$ cat config.mk
export PLATFORM = sky130hd
export DESIGN_NAME = lru_page_frame_table_with_pins_top
export DESIGN_NICKNAME = d
export VERILOG_FILES = /design/src/hw/rtl/lpft_pkg.sv /design/src/hw/rtl/lru_page_frame_table_with_pins_top.sv /design/src/hw/rtl/lpft_datapath.sv /design/src/hw/rtl/lpft_ctrl.sv
export SDC_FILE = /design/constraint.sdc
export NUM_CORES = 1
export LEC_CHECK = 0
export BUFFER_PORTS_ARGS = -buffer_cell sky130_fd_sc_hd__buf_2
export CAP_MARGIN = 20
export CORE_ASPECT_RATIO = 1.2
export CORE_MARGIN = 1
export CORE_UTILIZATION = 50
export CTS_CLUSTER_DIAMETER = 30
export DETAILED_ROUTE_END_ITERATION = 8
export GPL_TIMING_DRIVEN = 0
export PLACE_DENSITY = 0.71
export SLEW_MARGIN = 0
export SYNTH_ARGS = -nofsm -noshare
export SYNTH_HDL_FRONTEND = slang
export SYNTH_SLANG_ARGS = --single-unit
$ cat constraint.sdc
create_clock -name clk -period 7.8 [get_ports clk]
set_clock_uncertainty 0.05 [all_clocks]
set_input_delay 0 -clock clk [delete_from_list [all_inputs] [get_ports clk]]
set_output_delay 0 -clock clk [all_outputs]
set_load 0.03 [all_outputs]
$ cat src/hw/rtl/lpft_pkg.sv
`timescale 1ns / 1ps
`default_nettype none
// ----------------------------------------------------------------------------
// lpft_pkg
// shared types and codes for the lru page frame table
// ----------------------------------------------------------------------------
package lpft_pkg;

    localparam int FRAMES_DEF = 16;
    localparam int PAGE_W     = 31;
    localparam int MODE_W     = 2;
    localparam int STATUS_W   = 4;
    localparam int FRAME_W    = 4;

    typedef enum logic [MODE_W-1:0] {
        MODE_FETCH = 2'd0,
        MODE_PIN   = 2'd1,
        MODE_UNPIN = 2'd2,
        MODE_NONE  = 2'd3
    } mode_t;

    typedef enum logic [STATUS_W-1:0] {
        ST_PINNED_HIT  = 4'd0,
        ST_HIT         = 4'd1,
        ST_LOAD_FREE   = 4'd2,
        ST_LOAD_EVICT  = 4'd3,
        ST_NO_FRAME    = 4'd4,
        ST_PINNED      = 4'd5,
        ST_ALREADY_PIN = 4'd6,
        ST_NOT_RES     = 4'd7,
        ST_UNPINNED    = 4'd8,
        ST_NOT_PINNED  = 4'd9
    } status_t;

    // commands from controller to datapath
    typedef struct packed {
        logic load;     // capture request
        logic lookup;   // register search results
        logic commit;   // apply update for decided action
    } cmd_t;

    // status from datapath to controller
    typedef struct packed {
        logic    drop;  // unused mode, no result
    } stat_t;

endpackage
`default_nettype wire

$ cat src/hw/rtl/lru_page_frame_table_with_pins_top.sv
`timescale 1ns / 1ps
`default_nettype none
// ----------------------------------------------------------------------------
// lru_page_frame_table_with_pins_top
// lru page frame table with pinning
// ----------------------------------------------------------------------------
// Each request word passes through load, associative lookup and victim
// search, rank update and output; the next request can be taken only after
// its result word has been accepted on out_ready, so one request is in flight
// at a time. A word with the unused mode gives no result and frees the block
// without an output step.
module lru_page_frame_table_with_pins_top
    import lpft_pkg::*;
#(
    parameter int FRAMES = FRAMES_DEF
) (
    input  wire logic                clk,
    input  wire logic                rst_n,
    input  wire logic                in_valid,
    output logic                     in_ready,
    input  wire logic [MODE_W-1:0]   mode,
    input  wire logic [PAGE_W-1:0]   page_id,
    output logic                     out_valid,
    input  wire logic                out_ready,
    output logic [STATUS_W-1:0]      status,
    output logic [FRAME_W-1:0]       frame,
    output logic                     needs_load,
    output logic                     evicted_valid,
    output logic [PAGE_W-1:0]        evicted_page_id
);

    cmd_t  cmd;
    stat_t stat;

    lpft_ctrl u_ctrl (
        .clk       (clk),
        .rst_n     (rst_n),
        .in_valid  (in_valid),
        .in_ready  (in_ready),
        .out_valid (out_valid),
        .out_ready (out_ready),
        .cmd       (cmd),
        .stat      (stat)
    );

    lpft_datapath #(.FRAMES(FRAMES)) u_dp (
        .clk          (clk),
        .rst_n        (rst_n),
        .cmd          (cmd),
        .stat         (stat),
        .mode         (mode),
        .page_id      (page_id),
        .res_status   (status),
        .res_frame    (frame),
        .res_load     (needs_load),
        .res_ev_valid (evicted_valid),
        .res_ev_page  (evicted_page_id)
    );

endmodule
`default_nettype wire

$ cat src/hw/rtl/lpft_datapath.sv
`timescale 1ns / 1ps
`default_nettype none
// ----------------------------------------------------------------------------
// lpft_datapath
// frame table, associative lookup, victim search and rank update
// ----------------------------------------------------------------------------
module lpft_datapath
    import lpft_pkg::*;
#(
    parameter int FRAMES = FRAMES_DEF
) (
    input  wire logic                clk,
    input  wire logic                rst_n,
    input  wire cmd_t                cmd,
    output stat_t                    stat,
    input  wire logic [MODE_W-1:0]   mode,
    input  wire logic [PAGE_W-1:0]   page_id,
    output logic [STATUS_W-1:0]      res_status,
    output logic [FRAME_W-1:0]       res_frame,
    output logic                     res_load,
    output logic                     res_ev_valid,
    output logic [PAGE_W-1:0]        res_ev_page
);

    localparam int IDX_W = (FRAMES > 1) ? $clog2(FRAMES) : 1;
    localparam int CNT_W = $clog2(FRAMES + 1);

    logic [PAGE_W-1:0] page_reg [FRAMES];
    logic [FRAMES-1:0] used_reg, locked_reg;
    logic [IDX_W-1:0]  rank_reg [FRAMES];
    logic [CNT_W-1:0]  fresh_reg;

    logic [MODE_W-1:0] mode_reg;
    logic [PAGE_W-1:0] req_reg;

    // lookup results
    logic              hit_reg, vic_ok_reg;
    logic [IDX_W-1:0]  hit_idx_reg, vic_idx_reg;

    logic              hit_c, vic_ok_c;
    logic [IDX_W-1:0]  hit_idx_c, vic_idx_c;
    logic [CNT_W-1:0]  live_c;

    always_comb
    begin
        live_c    = CNT_W'($countones(used_reg & ~locked_reg));
        hit_c     = 1'b0;
        hit_idx_c = '0;
        vic_ok_c  = (live_c != '0);
        vic_idx_c = '0;
        for (int i = 0; i < FRAMES; i++)
        begin
            if (used_reg[i] && page_reg[i] == req_reg)
            begin
                hit_c     = 1'b1;
                hit_idx_c = hit_idx_c | IDX_W'(i);
            end
            // least recent unpinned frame holds the top rank
            if (used_reg[i] && !locked_reg[i]
                && CNT_W'(rank_reg[i]) == live_c - CNT_W'(1))
                vic_idx_c = vic_idx_c | IDX_W'(i);
        end
    end

    // decide action from registered lookup
    logic              fresh_ok;
    logic [IDX_W-1:0]  tgt;
    logic              do_remove, do_push, do_lock, do_unlock, do_fill, do_fresh;
    logic [STATUS_W-1:0] st_c;
    logic              fr_ok;

    assign fresh_ok = fresh_reg < CNT_W'(FRAMES);

    always_comb
    begin
        tgt = hit_idx_reg;
        do_remove = 1'b0; do_push = 1'b0; do_lock = 1'b0; do_unlock = 1'b0;
        do_fill = 1'b0; do_fresh = 1'b0;
        st_c  = ST_NOT_PINNED;
        fr_ok = hit_reg;
        unique case (mode_reg)
            MODE_FETCH:
            begin
                if (hit_reg)
                begin
                    if (locked_reg[hit_idx_reg])
                        st_c = ST_PINNED_HIT;
                    else
                    begin
                        st_c = ST_HIT; do_remove = 1'b1; do_push = 1'b1;
                    end
                end
                else if (fresh_ok)
                begin
                    st_c = ST_LOAD_FREE; tgt = fresh_reg[IDX_W-1:0];
                    do_fresh = 1'b1; do_fill = 1'b1; do_push = 1'b1; fr_ok = 1'b1;
                end
                else if (vic_ok_reg)
                begin
                    st_c = ST_LOAD_EVICT; tgt = vic_idx_reg; fr_ok = 1'b1;
                    do_remove = 1'b1; do_fill = 1'b1; do_push = 1'b1;
                end
                else
                    st_c = ST_NO_FRAME;
            end
            MODE_PIN:
            begin
                if (!hit_reg)
                    st_c = ST_NOT_RES;
                else if (locked_reg[hit_idx_reg])
                    st_c = ST_ALREADY_PIN;
                else
                begin
                    st_c = ST_PINNED; do_remove = 1'b1; do_lock = 1'b1;
                end
            end
            MODE_UNPIN:
            begin
                if (hit_reg && locked_reg[hit_idx_reg])
                begin
                    st_c = ST_UNPINNED; do_unlock = 1'b1; do_push = 1'b1;
                end
            end
            default: st_c = ST_NOT_PINNED;
        endcase
    end

    assign stat.drop = (mode_reg == MODE_NONE);

    always_ff @(posedge clk)
    begin
        if (cmd.load)
        begin
            mode_reg <= mode;
            req_reg  <= page_id;
        end
        if (cmd.lookup)
        begin
            hit_reg     <= hit_c;
            hit_idx_reg <= hit_idx_c;
            vic_ok_reg  <= vic_ok_c;
            vic_idx_reg <= vic_idx_c;
        end
        if (cmd.commit)
        begin
            res_status   <= st_c;
            res_frame    <= fr_ok ? FRAME_W'(tgt) : '0;
            res_load     <= do_fill;
            res_ev_valid <= do_fill && !do_fresh;
            res_ev_page  <= (do_fill && !do_fresh) ? page_reg[tgt] : '0;
            if (do_fill)
                page_reg[tgt] <= req_reg;
        end
    end

    always_ff @(posedge clk or negedge rst_n)
    begin
        if (!rst_n)
        begin
            used_reg   <= '0;
            locked_reg <= '0;
            fresh_reg  <= '0;
            for (int i = 0; i < FRAMES; i++)
                rank_reg[i] <= '0;
        end
        else if (cmd.commit)
        begin
            if (do_fresh)
            begin
                fresh_reg     <= fresh_reg + CNT_W'(1);
                used_reg[tgt] <= 1'b1;
            end
            if (do_lock)
                locked_reg[tgt] <= 1'b1;
            if (do_unlock)
                locked_reg[tgt] <= 1'b0;
            for (int i = 0; i < FRAMES; i++)
            begin
                if (IDX_W'(i) == tgt)
                begin
                    if (do_remove || do_push)
                        rank_reg[i] <= '0;
                end
                else if (used_reg[i] && !locked_reg[i])
                begin
                    if (do_remove && do_push)
                    begin
                        if (rank_reg[i] < rank_reg[tgt])
                            rank_reg[i] <= rank_reg[i] + IDX_W'(1);
                    end
                    else if (do_remove)
                    begin
                        if (rank_reg[i] > rank_reg[tgt])
                            rank_reg[i] <= rank_reg[i] - IDX_W'(1);
                    end
                    else if (do_push)
                        rank_reg[i] <= rank_reg[i] + IDX_W'(1);
                end
            end
        end
    end

    assert property (@(posedge clk) disable iff (!rst_n)
        cmd.commit && do_fresh |=> used_reg != '0)
    else $error("fresh fill left no used frame");
    assert property (@(posedge clk) disable iff (!rst_n)
        $countones(locked_reg & ~used_reg) == 0)
    else $error("pinned frame not in use");
    assert property (@(posedge clk) disable iff (!rst_n)
        fresh_reg <= CNT_W'(FRAMES))
    else $error("fresh count overflow");

endmodule
`default_nettype wire

$ cat src/hw/rtl/lpft_ctrl.sv
`timescale 1ns / 1ps
`default_nettype none
// ----------------------------------------------------------------------------
// lpft_ctrl
// request sequencer and output handshake
// ----------------------------------------------------------------------------
module lpft_ctrl
    import lpft_pkg::*;
(
    input  wire logic  clk,
    input  wire logic  rst_n,
    input  wire logic  in_valid,
    output logic       in_ready,
    output logic       out_valid,
    input  wire logic  out_ready,
    output cmd_t       cmd,
    input  wire stat_t stat
);

    typedef enum logic [3:0] {
        S_IDLE   = 4'b0001,
        S_LOOKUP = 4'b0010,
        S_COMMIT = 4'b0100,
        S_OUT    = 4'b1000
    } state_t;

    state_t state_reg, state_next;

    assign in_ready   = (state_reg == S_IDLE);
    assign out_valid  = (state_reg == S_OUT);
    assign cmd.load   = in_ready && in_valid;
    assign cmd.lookup = (state_reg == S_LOOKUP);
    assign cmd.commit = (state_reg == S_COMMIT) && !stat.drop;

    always_comb
    begin
        state_next = state_reg;
        unique case (state_reg)
            S_IDLE:   if (in_valid) state_next = S_LOOKUP;
            S_LOOKUP: state_next = S_COMMIT;
            S_COMMIT: state_next = stat.drop ? S_IDLE : S_OUT;
            S_OUT:    if (out_ready) state_next = S_IDLE;
            default:  state_next = S_IDLE;
        endcase
    end

    always_ff @(posedge clk or negedge rst_n)
    begin
        if (!rst_n)
            state_reg <= S_IDLE;
        else
            state_reg <= state_next;
    end

    assert property (@(posedge clk) disable iff (!rst_n) $onehot(state_reg))
    else $error("state not one-hot");
    assert property (@(posedge clk) disable iff (!rst_n) cmd.commit |=> out_valid)
    else $error("commit without result");
    assert property (@(posedge clk) disable iff (!rst_n) !(in_ready && out_valid))
    else $error("input taken while result pending");

endmodule
`default_nettype wire

## Word level (Yosys, flattened, before mapping)

Memories as Yosys holds them, arrays and structs flattened. A register that Yosys moved wholly into a read port is not among the register bits.
Cells that the tools add are included.
Widths: inputs -> output; s select.

| word-level totals | value |
|---|---|
| output and inout port bits | 43 |
| bits in writable memories | 496 |
| input bits | 37 |
| register bits after elaboration | 158 |
| word-level logic and storage cells | 554 |
| memories | 1 |

Memories:

| memory | depth | bits a word | rd ports | clocked after memory_dff | wr ports | line | RTL |
|---|---|---|---|---|---|---|---|
| u_dp.page_reg | 16 | 31 | 17 | 1 | 1 | lpft_datapath.sv:28 | `logic [PAGE_W-1:0] page_reg [FRAMES];` |

| operators by class | value |
|---|---|
| mux-type cells | 188 |
| reduce and logical (&&, ||, !) cells | 133 |
| bitwise gates (word level) | 7 |
| $add $sub $neg | 49 |
| magnitude comparators | 37 |
| equal/unequal tests | 103 |

Operator list:

| operator | count |
|---|---|
| $mux 4 | 137 |
| $eq 31x31->1 | 16 |
| $reduce_and 6->1 | 16 |
| $eq 4x5->1 | 15 |
| $add 4x1->4 const B | 16 |
| $gt 4x4->1 | 16 |
| $lt 4x4->1 | 16 |
| $ne 4x4->1 const B | 16 |
| $reduce_bool 4->1 | 16 |
| $sub 4x1->4 const B | 16 |
| $logic_and 1x1->1 | 53 |
| $mux 16 | 3 |
| $ne 3x3->1 const B | 15 |
| $add 5x5->5 | 7 |
| $and 16x16->16 | 2 |
| $eq 4x4->1 const A | 8 |
| $ne 2x1->1 const B | 16 |
| $not 16->16 | 2 |
| $or 16x16->16 | 2 |
| $reduce_bool 2->1 | 16 |
| $mux 1 | 27 |
| $mux 3 | 9 |
| $logic_not 1->1 | 19 |
| $add 1x1->2 | 8 |
| other kinds (34) | 50 |

## Logic depth before layout (Yosys ltp)

| logic depth | value |
|---|---|
| depth in word-level cells | 22 |
| depth in mapped cells | 23 |
| depth with buffers taken out | 21 |

## By module

A second synthesis with hierarchy kept.

| unflattened totals | value |
|---|---|
| cells, all modules | 3,101 |
| area, all modules | 38,759.7 µm² |

Modules (own cells, without submodules):

| module | cells each | sequential area each (µm²) | instances | area an instance (µm²) |
|---|---|---|---|---|
| lpft_datapath | 3,084 | 19,944.1 | 1 | 38,530.7 |
| lpft_ctrl | 17 | 101.3 | 1 | 229.0 |

## Worst setup path before layout

OpenSTA, ideal clock, no wires.

| path | value |
|---|---|
| path type | register to register |
| start | reg u_dp.used_reg[1] |
| end | reg u_dp.vic_idx_reg[3], data pin |
| setup slack | 1,855 ps |
| stages on the path, launching flop included | 22 |
| data arrival time | 5,623 ps |
| setup time | 272 ps |
| path through | dfrtp_1 nand2b_1 inv_1 ha_1 inv_1 fa_1 inv_1 fa_1 inv_1 fa_1 inv_1 ha_1 clkbuf_1 clkbuf_1 inv_1 ha_1 xor2_1 clkbuf_1 xnor2_1 nor2_1 a31o_2 or4_1 |

| on the way | value |
|---|---|
| cells in the longest elaborated chain, start to end | 9 |
| elaborated cells between the ends (all ways) | 23 |
| those cells by class | add/sub: 5; eq/ne: 8; bitwise: 1; reduce/logical: 9 |

Ends and longest elaborated chain:

| what | line | RTL |
|---|---|---|
| start: declaration | lpft_datapath.sv:29 | `logic [FRAMES-1:0] used_reg, locked_reg;` |
| start signal: assignment | lpft_datapath.sv:160 | `used_reg <= '0;` |
| start signal: indexed assignment | lpft_datapath.sv:171 | `used_reg[tgt] <= 1'b1;` |
| $and 16x16->16 (*) | lpft_datapath.sv:46 | `live_c = CNT_W'($countones(used_reg & ~locked_reg));` |
| $add 1x1->2 (not written as such) (*) | lpft_datapath.sv:46 |  |
| $add 5x5->5 (not written as such) (*) (3 in a row) | lpft_datapath.sv:46 |  |
| $sub 5x1->5 (*) | n/a |  |
| $eq 4x5->1 | lpft_datapath.sv:60 | `&& CNT_W'(rank_reg[i]) == live_c - CNT_W'(1))` |
| $logic_and 1x1->1 | lpft_datapath.sv:60 |  |
| $reduce_or 8->1 (no source line) (*) | n/a |  |
| end signal: assignment | lpft_datapath.sv:142 | `vic_idx_reg <= vic_idx_c;` |
| end: declaration | lpft_datapath.sv:38 | `logic [IDX_W-1:0] hit_idx_reg, vic_idx_reg;` |

Every way passes the cells marked *; elsewhere a longest branch is shown, timed or not.
A chain may end at the register's enable or synchronous reset.

## Worst setup path after layout

| path | value |
|---|---|
| start | reg u_dp.used_reg[13] |
| end | reg u_dp.vic_idx_reg[2], data pin |

| on the way | value |
|---|---|
| cells in the longest elaborated chain, start to end | 16 |
| elaborated cells between the ends (all ways) | 32 |
| those cells by class | add/sub: 5; eq/ne: 8; mux: 8; bitwise: 1; reduce/logical: 10 |

Ends and longest elaborated chain:

| what | line | RTL |
|---|---|---|
| $and 16x16->16 | lpft_datapath.sv:46 |  |
| $add 1x1->2 (not written as such) | lpft_datapath.sv:46 |  |
| $add 5x5->5 (not written as such) (3 in a row) | lpft_datapath.sv:46 |  |
| $sub 5x1->5 | n/a |  |
| $eq 4x5->1 | lpft_datapath.sv:60 |  |
| $logic_and 1x1->1 | lpft_datapath.sv:60 |  |
| $mux 3 (4 in a row) | lpft_datapath.sv:59 | `if (used_reg[i] && !locked_reg[i]` |
| $mux 4 (4 in a row) | lpft_datapath.sv:59 |  |

Parallel ways exist; a longest one is shown, timed or not.

==> impl_metrics.tcl <==
set metrics [dict create \
    outcome "finished, final reports clean" \
    clock.fmax_mhz 133.0 \
    hold_viol_final 0 \
    p_switching_mw 5.209 \
    worstMarginPinSlew_ns 1.260 \
    synth_ff_type "edfxtp_1" \
    first_pass_iters 6 \
    p_comb_frac 0.286 \
    grt_pass1_vias 30170 \
    std_cell_rows 109 \
    track_usage 0.4048 \
    placed_area_um2 39790 \
    cp-end-kind "flop" \
    fin_nets 3838 \
    cts_tree "built" \
    drc 0 \
    crit_slowest_cell "clkdlybuf4s15_1" \
    rsz0062_at_grt "no" \
    start_util 0.5082 \
    worstPathCellList "nor2b_1 > ha_1 > inv_1 > fa_1 > inv_1 > fa_1 > inv_1 > fa_1 > inv_1 > ha_1 > clkbuf_1 > clkbuf_2 > inv_1 > ha_1 > clkbuf_1 > clkdlybuf4s15_1 > xor2_1 > nand3_1 > nor2_1 > a31o_2 > or4_1" \
    ios 80 \
    post-cts-setup-buffers 0 \
    design.core.area_um2 74050 \
    synth.top_cell.area_share 0.4628 \
    netlist_area_um2 37630 \
    fin_crit_sh 0.9638 \
    timing.hold.ws_ns 0.06149 \
    syn-num-nets 3526 \
    synth_cell_types 61 \
    cts_root_buf "clkbuf_16" \
    dp_hpwl_um 116400 \
    cts_buffers 139 \
    critPathMaxStageDelay_ns 0.76 \
    crit_fanout 10 \
    vias_per_cell 6.564 \
    gr-total-overflow 0 \
    power_frac_seq 0.313 \
    die_area_um2 76370 \
    dieHeight_um 302.5 \
    drive_above_1_share 0.1046 \
    ant_nets 0 \
    final-seq-area_um2 20050 \
    crit_top_cell "inv_1" \
    clk_pin_slew_ns 0.05 \
    peakVddDrop_v 0.0002057 \
    yosysSeqAreaShare 0.5326 \
    synth-seq-cells 685 \
    internal_power_mw 9.222 \
    clock_path_buffers 3 \
    cts_num_sinks 685 \
    power.density_nw_per_um2 319.8 \
    synth_edf_count 580 \
    insertion_delay_ns 0.75 \
    die_w_um 252.4 \
    switching_share 0.3610 \
    fin_cells 4792 \
    largest_reg_flops 496 \
    nFillCells 6115 \
    netlist_instances 3368 \
    slew_headroom 0.1602 \
    worst-setup-path-type "flop to flop" \
    place_congestion 1.047 \
    synth-async-reset-ratio 0.1533 \
    arrival_ns 7.89 \
    setup_violations 0 \
    antenna_found_initial 10 \
    multi_input_area_um2 16520 \
    yosys.area.top_type "edfxtp_1" \
    finalInstanceArea_um2 45120 \
    wl_per_cell_um 32.34 \
    dp_cells 4463 \
    h-tree-depth 4 \
    slew_viol_final 0 \
    synth.area.top_cells "edfxtp_1, xnor2_1, dfrtp_1" \
    avgSynthCellArea_um2 11.17 \
    area_delta_synth_final_pct 19.90 \
    io_buffers 79 \
    crit_required_ns 8.17 \
    grt_max_degree 64 \
    cap_violations 0 \
    route.vias.total 31460 \
    finalCriticalPeriod_ns 7.518 \
    route.met2.wl_um 70250 \
    wl_met1_um 54230 \
    grt_pass1_wl_um 214600 \
    clkPwrFrac 0.401 \
    top_layer_used "met5" \
    drt_iter0_markers 4446 \
    hold_class "primary input to flop" \
    ys_warn_count 0 \
    crit_path_start_kind "flop" \
    met3_length_um 16340 \
    cellLeakagePower_nw 15.73 \
    wl_um 155000 \
]
[logic make-up after synthesis]
family | count (synthesis) | share of synthesized area
simple gates | 1133 | 0.1499
flops | 685 | 0.5326
xor+xnor | 582 | 0.1354
compound gates | 505 | 0.09283
buf+inv | 296 | 0.03225
fa+ha+maj | 121 | 0.04242
mux | 46 | 0.01446
[power groups by stage]
| stage | clock [mW] | sequential [mW] | combinational [mW] |
|---|---|---|---|
| global placement | 0 | 4.56 | 3.82 |
| finish | 5.79 | 4.51 | 4.13 |
| global route | 5.95 | 4.51 | 4.26 |
| detailed placement | 0 | 4.57 | 3.88 |
| CTS | 5.78 | 4.50 | 3.94 |
| floorplan | 0 | 4.46 | 2.40 |
[cells in the final DEF, fill, tap and decap left out, drive strengths merged, types with 10 or more instances in the layout]
master / netlist / final
clkinvlp: 0 / 16
and3: 80 / 80
o22ai: 51 / 51
buf: 26 / 126
a211oi: 68 / 68
o211ai: 55 / 55
nor2b: 30 / 30
nand4: 165 / 165
xor2: 66 / 66
nor2: 47 / 47
a311oi: 72 / 72
nand3: 169 / 169
dlygate4sd3: 0 / 71
dfrtp: 104 / 104
o21a: 50 / 50
nand2: 478 / 478
a31oi: 64 / 64
o21ai: 32 / 32
nor4: 80 / 80
a21o: 21 / 21
or4: 25 / 25
clkbuf: 206 / 365
edfxtp: 580 / 580
mux2i: 39 / 39
ha: 110 / 110
nand3b: 10 / 10
inv: 64 / 87
or2: 18 / 18
fa: 11 / 11
xnor2: 516 / 516
a21oi: 78 / 78
clkinv: 0 / 40
[layout make-up]
type	instances	share of cell area
Clock inverter	88	0.01883
Timing Repair Buffer	171	0.03416
Buffer	232	0.02177
Antenna cell	6	0.0003327
Tap cell	999	0.02770
Inverter	64	0.005324
Multi-Input combinational cell	2387	0.3660
Sequential cell	685	0.4442
Clock buffer	160	0.08163
[timing repair]
item	CTS	global route
hold buffers	72	0
resized for setup	0	6
setup endpoints to repair	0	4
endpoints found under the hold margin	158	0
[synth_stat cells, drive strengths merged (50+ instances only)]
| cell | n |
|---|---|
| nand4 | 165 |
| nor4 | 80 |
| a211oi | 68 |
| xor2 | 66 |
| and3 | 80 |
| inv | 64 |
| xnor2 | 516 |
| clkbuf | 206 |
| a31oi | 64 |
| o211ai | 55 |
| nand3 | 169 |
| a311oi | 72 |
| o21a | 50 |
| ha | 110 |
| nand2 | 478 |
| o22ai | 51 |
| a21oi | 78 |
| dfrtp | 104 |
| edfxtp | 580 |
[per-layer routing]
layer | vias to the layer above | GRT usage
li1 | 13130 | -
met2 | 2344 | 0.6387
met1 | 15300 | 0.4754
met3 | 681 | 0.1060
met5 | - | 0
met4 | 6 | 0.3066
[worst paths after layout]
kind	from	depth (start not counted)	to	slack, ns
min	out_ready	4	u_ctrl.state_reg[3]$_DFFE_PN0P_	0.06
min reg2reg	u_dp.fresh_reg[3]$_DFFE_PN0P_	1	u_dp.fresh_reg[3]$_DFFE_PN0P_	0.45
min in group asynchronous	rst_n	4	u_dp.rank_reg[59]$_DFFE_PN0P_	0.29
max	u_dp.used_reg[13]$_DFFE_PN0P_	21	u_dp.vic_idx_reg[2]$_SDFFCE_PP1P_	0.28
max reg2reg	u_dp.used_reg[13]$_DFFE_PN0P_	21	u_dp.vic_idx_reg[2]$_SDFFCE_PP1P_	0.28
max in group asynchronous	rst_n	4	u_dp.rank_reg[47]$_DFFE_PN0P_	7.02
[per-stage QoR]
stage                     utilization  worst slack, ns  setup TNS, ns  total power [mW]
after floorplan                     -            1.855              0             6.851
after global routing           0.6091           0.1357              0             14.72
after detailed placement       0.5373          0.03353              0             8.449
final                          0.6093           0.2824              0             14.43
after CTS                      0.6085          0.02743              0             14.22
after global placement         0.5304          -0.6226         -30.57             8.381
[critical path, delay by kind of cell, from the launching register on]
kind | cells | cell delay [ns]
AOI/OAI and AO/OA | 1 | 0.25
xor gates and xnor gates | 1 | 0.13
adders and majority gates | 6 | 2.28
buffers and inverters | 9 | 2.39
DFF | 1 | 0.61
and+or+nand+nor | 4 | 1.46
No activity file was read; power rests on OpenSTA's default activity.
